File: src/ubbp_pkg.sv
// Shared types and constants for the USB bulk byte pipe packetizer.
// No dependencies; core, datapath and controller refer to it by scoped names, the bench imports it.
`timescale 1ns / 1ps

package ubbp_pkg;

   localparam int TX_DEPTH_DEF     = 2048;
   localparam int RX_DEPTH_DEF     = 256;
   localparam int PACKET_BYTES_DEF = 64;

   // function codes of a request
   localparam logic [2:0] FUNC_PUT       = 3'd0;
   localparam logic [2:0] FUNC_GET       = 3'd1;
   localparam logic [2:0] FUNC_HOST_BYTE = 3'd2;
   localparam logic [2:0] FUNC_IN_DONE   = 3'd3;
   localparam logic [2:0] FUNC_BUS_RESET = 3'd4;
   localparam logic [2:0] FUNC_SET_CFG   = 3'd5;
   localparam logic [2:0] FUNC_POLL      = 3'd6;

   // result kinds
   localparam logic [1:0] KIND_GET  = 2'd0;
   localparam logic [1:0] KIND_BYTE = 2'd1;
   localparam logic [1:0] KIND_ZLP  = 2'd2;

   typedef struct packed {
      logic [2:0] func;
      logic [7:0] byte_value;
      logic       config_flag;
   } req_type;

   typedef struct packed {
      logic [1:0]  kind;
      logic [7:0]  data_byte;
      logic        got_byte;
      logic        last_in_packet;
      logic [31:0] dropped_count;
      logic [31:0] reset_count;
   } rsp_type;

   // controller to datapath
   typedef struct packed {
      logic load_req;
      logic tx_write;
      logic drop_inc;
      logic rx_write;
      logic rx_read;
      logic emit_get;
      logic get_hit;
      logic clr_flight;
      logic bus_reset;
      logic set_cfg;
      logic tx_read;
      logic emit_byte;
      logic emit_zlp;
   } cmd_type;

   // datapath to controller
   typedef struct packed {
      logic [2:0] func;
      logic       tx_full;
      logic       tx_empty;
      logic       rx_full;
      logic       rx_empty;
      logic       link_cfg;
      logic       in_flight;
      logic       zlp_owed;
      logic       pkt_last;
      logic       out_free;
   } stat_type;

endpackage

File: src/ubbp_ctrl.sv
// Controller: sequences one request at a time, then the packet pump.
// Depends on ubbp_pkg; commands ubbp_datapath.
`timescale 1ns / 1ps

module ubbp_ctrl (
   input  logic               clock,
   input  logic               reset,
   input  logic               req_valid,
   output logic               req_ready,
   input  ubbp_pkg::stat_type stat,
   output ubbp_pkg::cmd_type  cmd
);

   typedef enum logic [2:0] {
      ST_IDLE,
      ST_EXEC,
      ST_GET,
      ST_PUMP,
      ST_EMIT
   } state_type;

   state_type state_ff, state_in;
   logic      req_ready_ff;

   always_comb begin
      state_in = state_ff;
      cmd      = '0;
      unique case (state_ff)
         ST_IDLE: begin
            if (req_valid && req_ready_ff) begin
               cmd.load_req = 1'b1;
               state_in     = ST_EXEC;
            end
         end
         ST_EXEC: begin
            unique case (stat.func)
               ubbp_pkg::FUNC_PUT: begin
                  if (!stat.link_cfg) begin
                     state_in = ST_IDLE;
                  end else if (stat.tx_full) begin
                     cmd.drop_inc = 1'b1;
                     state_in     = ST_IDLE;
                  end else begin
                     cmd.tx_write = 1'b1;
                     state_in     = ST_PUMP;
                  end
               end
               ubbp_pkg::FUNC_GET: begin
                  if (!stat.rx_empty) begin
                     cmd.rx_read = 1'b1;
                     state_in    = ST_GET;
                  end else if (stat.out_free) begin
                     cmd.emit_get = 1'b1;
                     state_in     = ST_IDLE;
                  end
               end
               ubbp_pkg::FUNC_HOST_BYTE: begin
                  cmd.rx_write = !stat.rx_full;
                  state_in     = ST_PUMP;
               end
               ubbp_pkg::FUNC_IN_DONE: begin
                  cmd.clr_flight = 1'b1;
                  state_in       = ST_PUMP;
               end
               ubbp_pkg::FUNC_BUS_RESET: begin
                  cmd.bus_reset = 1'b1;
                  state_in      = ST_PUMP;
               end
               ubbp_pkg::FUNC_SET_CFG: begin
                  cmd.set_cfg = 1'b1;
                  state_in    = ST_PUMP;
               end
               ubbp_pkg::FUNC_POLL: begin
                  state_in = ST_PUMP;
               end
               default: begin
                  state_in = ST_IDLE;
               end
            endcase
         end
         ST_GET: begin
            if (stat.out_free) begin
               cmd.emit_get = 1'b1;
               cmd.get_hit  = 1'b1;
               state_in     = ST_IDLE;
            end
         end
         ST_PUMP: begin
            priority if (stat.in_flight || !stat.link_cfg) begin
               state_in = ST_IDLE;
            end else if (!stat.tx_empty) begin
               cmd.tx_read = 1'b1;
               state_in    = ST_EMIT;
            end else if (!stat.zlp_owed) begin
               state_in = ST_IDLE;
            end else if (stat.out_free) begin
               cmd.emit_zlp = 1'b1;
               state_in     = ST_IDLE;
            end
         end
         ST_EMIT: begin
            if (stat.out_free) begin
               cmd.emit_byte = 1'b1;
               if (stat.pkt_last) begin
                  state_in = ST_IDLE;
               end
            end
         end
         default: begin
            state_in = ST_IDLE;
         end
      endcase
   end

   always_ff @(posedge clock) begin
      if (reset) begin
         state_ff     <= ST_IDLE;
         req_ready_ff <= 1'b0;
      end else begin
         state_ff     <= state_in;
         req_ready_ff <= (state_in == ST_IDLE);
      end
   end

   assign req_ready = req_ready_ff;

   a_ready_only_idle: assert property (@(posedge clock) disable iff (reset)
      req_ready_ff |-> (state_ff == ST_IDLE))
      else $error("request ready outside idle");

   a_bytes_need_link: assert property (@(posedge clock) disable iff (reset)
      (cmd.emit_byte || cmd.emit_zlp) |-> (stat.link_cfg && !stat.in_flight))
      else $error("packet emitted while unconfigured or IN busy");

   a_accept_to_exec: assert property (@(posedge clock) disable iff (reset)
      cmd.load_req |=> (state_ff == ST_EXEC && !req_ready_ff))
      else $error("accepted request not executed next cycle");

endmodule

File: config.mk
export PLATFORM = sky130hd
export DESIGN_NAME = ubbp_ctrl
export DESIGN_NICKNAME = d
export VERILOG_FILES = /design/src/ubbp_pkg.sv /design/src/ubbp_ctrl.sv
export SDC_FILE = /design/constraint.sdc
export NUM_CORES = 1
export LEC_CHECK = 0
export ABC_CLOCK_PERIOD_IN_PS = 3800
export BUFFER_PORTS_ARGS = -buffer_cell sky130_fd_sc_hd__buf_2
export CAP_MARGIN = 20
export CORE_AREA = 2 2 39 41
export DETAILED_ROUTE_END_ITERATION = 12
export DIE_AREA = 0 0 41 43
export PLACE_DENSITY = 0.68
export SLEW_MARGIN = 20
export SYNTH_ARGS = -nofsm -noshare
export SYNTH_HDL_FRONTEND = slang
export SYNTH_SLANG_ARGS = --single-unit
File: constraint.sdc
create_clock -name clock -period 3.8 [get_ports clock]
set_clock_uncertainty 0.15 [all_clocks]
set_input_delay 0.19 -clock clock [delete_from_list [all_inputs] [get_ports clock]]
set_output_delay 0.19 -clock clock [all_outputs]
set_load 0.1 [all_outputs]
==> flow_summary.toml, run 1 <==
[clocking]
htreeDepth = 1
postCtsResizedCells = 0
clockBufferDepth = 2
clkTransAtPathRegs_ns = 0.04
post_cts_buffers = 0
cts_buffers = 3
hold_buffers = 1
insertion_delay_ns = 0.23
cts.sinks = 4
cts_tree = "built"
clockRootBuffer = "clkbuf_4"

[placement]
place_ws_ns = 1.82
hpwl_um = 859
port_buffers = 28
gp_congestion = 0.713

[outcome]
status = "finished clean"

[floorplan]
fp-row-count = 14
dieArea_um2 = 1760
dieWidth_um = 41
start_util_pct = 27.3
ios = 29
dieHeight_um = 43
core_um2 = 1380

[global_route]
gr-total-overflow = 0
grt_pass1_wl_um = 1460
antenna_found_initial = 0
grt.total_usage_pct = 12.2
grt_pass1_vias = 391
grt_max_degree = 12

[detailed_routing]
first_iter_violations = 2
routed_via_density = 4.82
routedWlPerCell_um = 10.4
post-route-drc-count = 0
ant_nets = 0
dr.pass1.iters = 2
vias = 463
wirelength_um = 1000

[sta]
setup_tns_ns = 0
setup_viol = 0
rsz0062_at_grt = "no"
fin_crit_ns = 2.21
hold_viol = 0
tightest_slew_ns = 0.488
finalCritPeriodShare_pct = 58.2
fmax_ghz = 0.452
slew_violations = 0
fin_ws_ns = 1.59
relSlewSlack_pct = 67.7

[setup_path]
worst_ep_required_time_ns = 3.46
endpoint_kind = "output pin"
critical_path.max_fanout = 11
cp-endpoint = "cmd[7]"
crit_arrival_ns = 1.87
crit_start = "state_ff[0]$_SDFF_PP0_"
reg2reg_to = "req_ready$_SDFF_PP0_"
reg2reg_depth = 4
r2r_slack_ns = 2.10
timing.rr.start = "state_ff[0]$_SDFF_PP0_"
path_class = "flip-flop to output pin"
start_kind = "flip-flop"

[job]
cap_viol_max_count = 0

[layout]
layout-drive-gt1-share_pct = 46.3
area_growth_pct = 49.0
n_antenna_cell = 0
nNetsFinal = 97

[pwr]
p_per_area_nw_per_um2 = 284
peakVddDrop_mv = 0.162
power_leakage_nw = 0.262

[hold_path]
hold_class = "input port to flip-flop"

[yosys]
synth_area_um2 = 378
synth.area.top_cells = "dfxtp_1 21%, nor2_1 12%, nand2b_1 8.3%"
syn_nets = 64
netlist.area_leader.share_pct = 21.2
ys_types = 22
syn_avg_cell_area_um2 = 7.71
ys_ff_latch = 4
ys_warn_count = 0
netlist_instances = 49
yosys.area.top_type = "dfxtp_1"
seq_area_frac_synth_pct = 21.2
==> cells in the final DEF, fill, tap and decap left out <==
cell type	n
a21oi_1	1
and3b_1	1
nor3b_1	1
nand3_1	1
or2_4	1
nand3b_1	1
nor3_2	2
dlygate4sd3_1	1
clkbuf_4	3
nand4bb_1	1
nor3_1	5
a211o_1	1
buf_2	28
nand3b_2	1
o2111ai_1	1
nor2_1	12
inv_1	3
dfxtp_1	4
a211oi_1	1
nand4b_1	2
nor4b_2	1
nand2b_1	5
a311oi_2	1
and4b_1	2
==> cell usage after synthesis <==
library cell and n:
nand2b_1 5, a311oi_2 1, nand3b_2 1, a211o_1 1, nand4b_1 2, nor3b_1 1
nor2_1 12, and3b_1 1, dfxtp_1 4, nor3_2 2, inv_1 3, nand4bb_1 1
nand3b_1 1, clkbuf_4 1, or2_4 1, nand3_1 1, nor4b_2 1, a21oi_1 1
o2111ai_1 1, and4b_1 2, a211oi_1 1, nor3_1 5
==> cells by family (layout without fill, tap and decap cells) <==
logic type,Yosys count,after routing,share of synthesized area (%)
flip-flops,4,4,21.2
buffers and inverters,4,35,4.97
AO/OA/AOI/OAI,5,5,11.9
AND/OR/NAND/NOR,36,36,61.9
==> cell type report <==
class	count	area, µm²
Timing Repair Buffer	29	150
Multi-Input combinational cell	41	279
Tap cell	16	20.0
Sequential cell	4	80.1
Inverter	3	11.3
Fill cell	151	821
Clock buffer	3	22.5
==> routing by layer <==
layer / global-route usage, % / share of wire, % / vias to the layer above
li1: - / - / 241
met1: 14.2 / 44 / 208
met2: 19.4 / 49 / 14
met3: 1.57 / 6.7 / 0
met4: 8.00 / 0 / 0
met5: 0 / 0 / -
==> worst min-delay path by stage <==
stage / start / cells past startpoint / to
3_5_place_dp: reset / 2 / state_ff[0]$_SDFF_PP0_
2_1_floorplan: reset / 1 / state_ff[0]$_SDFF_PP0_
5_1_grt: stat[1] / 4 / state_ff[2]$_SDFF_PP0_
6_report: stat[1] / 4 / state_ff[2]$_SDFF_PP0_
4_1_cts: stat[1] / 4 / state_ff[2]$_SDFF_PP0_
3_3_place_gp: reset / 2 / state_ff[0]$_SDFF_PP0_
==> metrics by stage <==
stage / hold slack, ns / cell area, µm² / cells / total power, mW / util (%)
3_5_place_dp: 0.244 / 531 / 92 / 0.108 / 38.3
5_1_grt: 0.193 / 563 / 96 / 0.171 / 40.7
4_1_cts: 0.182 / 563 / 96 / 0.164 / 40.7
3_3_place_gp: 0.240 / 531 / 92 / 0.108 / 38.3
6_report: 0.198 / 563 / 96 / 0.160 / 40.7
2_1_floorplan: 0.109 / 378 / 49 / 0.0925 / -
==> critical path, stage by stage, from the launching register on <==
cell and delay [ns]:
dfxtp_1 0.53, nand4bb_1 0.26, nor3_2 0.27, nor2_1 0.07, nor2_1 0.08, buf_2 0.42
==> report_power, final <==
group          internal, mW  total [mW]  switching, mW
sequential           0.0451      0.0490        0.00392
combinational        0.0170      0.0593         0.0423
clock                0.0353      0.0516         0.0163
total                0.0973       0.160         0.0625
==> sequential cells by signal, indices dropped and copies added (netlist names) <==
| signal | count |
|---|---|
| req_ready | 1 |
| state_ff | 3 |
(Power assumes the default switching activity.)
==> inputs of run 2 (changes only) <==
--- a/config.mk
+++ b/config.mk
@@ -5,13 +5,14 @@
 export SDC_FILE = /design/constraint.sdc
 export NUM_CORES = 1
 export LEC_CHECK = 0
-export ABC_CLOCK_PERIOD_IN_PS = 3800
+export ABC_AREA = 1
+export ABC_CLOCK_PERIOD_IN_PS = 2300
 export BUFFER_PORTS_ARGS = -buffer_cell sky130_fd_sc_hd__buf_2
 export CAP_MARGIN = 20
-export CORE_AREA = 2 2 39 41
+export CORE_MARGIN = 1
+export CORE_UTILIZATION = 30
 export DETAILED_ROUTE_END_ITERATION = 12
-export DIE_AREA = 0 0 41 43
-export PLACE_DENSITY = 0.68
+export PLACE_DENSITY = 0.7
 export SLEW_MARGIN = 20
 export SYNTH_ARGS = -nofsm -noshare
 export SYNTH_HDL_FRONTEND = slang
==> constraint.sdc (replaced) <==
create_clock -name clock -period 2.3 [get_ports clock]
set_clock_uncertainty 0.15 [all_clocks]
set_input_delay 0.115 -clock clock [delete_from_list [all_inputs] [get_ports clock]]
set_output_delay 0.115 -clock clock [all_outputs]
set_load 0.1 [all_outputs]
==> run 2 against run 1 <==
- sequential cell count stayed put
- die area down 14%
- power is 68% higher
- largest cell class unchanged
==> flow_summary.toml, run 2 <==
[outcome]
status = "finished clean"

[layout]
area_growth_pct = 54.7
regMostFlops = "state_ff"
final_core_util_pct = 53.7
nNetsFinal = 128
n_antenna_cell = 0
final_cell_mix = "28 x buf_2, 20 x nand2_1, 14 x nor2_1"
layout-drive-gt1-share_pct = 43.2
largest_reg_flops = 3
layout_commonest_cell = "buf_2"
fin_cells = 125

[hold_path]
hp-start = "stat[1]"
hold_class = "input port to flip-flop"

[detailed_routing]
post-route-drc-count = 0
dr.pass1.iters = 4
routed_via_density = 4.89
vias = 611
ant_nets = 0
wirelength_um = 1220
first_iter_violations = 24
routedWlPerCell_um = 9.77

[placement]
gp_congestion = 0.751
hpwl_um = 1020
port_buffers = 28
place_inst = 121

[clocking]
clockBufferDepth = 2
post_cts_buffers = 0
cts_buffers = 3
insertion_delay_ns = 0.24
htreeDepth = 1
clkTransAtPathRegs_ns = 0.04
cts_tree = "built"
cts.sinks = 4
clockRootBuffer = "clkbuf_4"

[sta]
slew_violations = 0
hold_viol = 0
finalCritPeriodShare_pct = 82.9
setup_tns_ns = 0
fin_crit_ns = 1.91
tightest_slew_ns = 0.489
setup_viol = 0
fmax_ghz = 0.525
relSlewSlack_pct = 67.6
whs_ns = 0.0643
rsz0062_at_grt = "no"

[setup_path]
path_class = "flip-flop to output pin"
critical_path.max_fanout = 7
crit_start = "state_ff[2]$_SDFF_PP0_"
timing.rr.start = "state_ff[2]$_SDFF_PP0_"
start_kind = "flip-flop"
endpoint_kind = "output pin"
worst_ep_required_time_ns = 2.04
crit_arrival_ns = 1.64

[floorplan]
dieHeight_um = 39.0
start_util_pct = 34.7
fp-row-count = 12
core_um2 = 1190
dieArea_um2 = 1520
dieWidth_um = 39.0
ios = 29

[yosys]
syn_nets = 94
seq_area_frac_synth_pct = 19.5
netlist_instances = 79
yosys.area.top_type = "dfxtp_1"
synth-edff-count = 0
synth.area.top_cells = "dfxtp_1 19%, nand2_1 18%, nor2_1 14%"
syn_avg_cell_area_um2 = 5.21
ys_warn_count = 0
synth_area_um2 = 412
synth_common_cells = "20 x nand2_1, 15 x nor2_1, 9 x nand3_1"
ys_ff_latch = 4
synth.most_common_cell = "nand2_1"
synth_ff_type = "dfxtp_1"
ys_types = 14
synthArstFlopShare_pct = 0
netlist.area_leader.share_pct = 19.5

[pwr]
peakVddDrop_mv = 0.348
power_leakage_nw = 0.379
p_per_area_nw_per_um2 = 421
power_mw = 0.268

[global_route]
antenna_found_initial = 0
grt.total_usage_pct = 20.1
grt_pass1_wl_um = 2070
gr-total-overflow = 0
grt_max_degree = 8
grt_pass1_vias = 508

[job]
cap_viol_max_count = 0
==> run 2: worst max-delay path: stages, from the launching register on <==
cell	delay, ns
dfxtp_1	0.32
inv_2	0.10
nand3_2	0.19
inv_2	0.13
nand3_1	0.11
a21oi_2	0.12
buf_2	0.43
==> run 2: logic make-up (layout without fill, tap and decap cells) <==
| logic type | count (synthesis) | after routing | share of synthesized area (%) |
|---|---|---|---|
| compound gates | 5 | 5 | 6.99 |
| buf+inv | 14 | 46 | 12.8 |
| simple gates | 56 | 56 | 60.8 |
| flops | 4 | 4 | 19.5 |
==> run 2: stage by stage <==
stage	setup slack, ns	area, µm²
3_5_place_dp	0.665	604
6_report	0.394	637
2_1_floorplan	-0.572	447
5_1_grt	0.279	637
3_3_place_gp	0.705	604
4_1_cts	0.402	637
==> run 2: final timing paths <==
| check | endpoint | depth (start not counted) | slack (ns) |
|---|---|---|---|
| max | cmd[7] | 6 | 0.39 |
| min | state_ff[2]$_SDFF_PP0_ | 4 | 0.06 |
| min reg2reg | state_ff[2]$_SDFF_PP0_ | 2 | 0.42 |
| max reg2reg | req_ready$_SDFF_PP0_ | 8 | 0.93 |
==> run 2: layer usage <==
layer | global-route usage, % | wire [µm]
met2 | 28.7 | 568
met3 | 8.67 | 114
met4 | 2.59 | 0
met1 | 28.2 | 538
met5 | 0 | 0
==> run 2: layout make-up <==
class | instances | area (µm²)
well taps | 14 | 17.5
multi-input cells | 61 | 314
fillers | 125 | 549
inverters | 14 | 52.6
flip-flops and latches | 4 | 80.1
clock buffers | 3 | 22.5
repair buffers | 29 | 150
==> run 2: repair_timing <==
action,4_1_cts,5_1_grt
hold endpoints to repair,3,0
resized for setup,0,0
hold buffers,1,0
==> run 2: power by group <==
group / switching, mW / internal (mW) / leakage, nW
Combinational: 0.0776 / 0.0265 / 0.333
Sequential: 0.00323 / 0.0736 / 0.0327
Clock: 0.0288 / 0.0583 / 0.0138
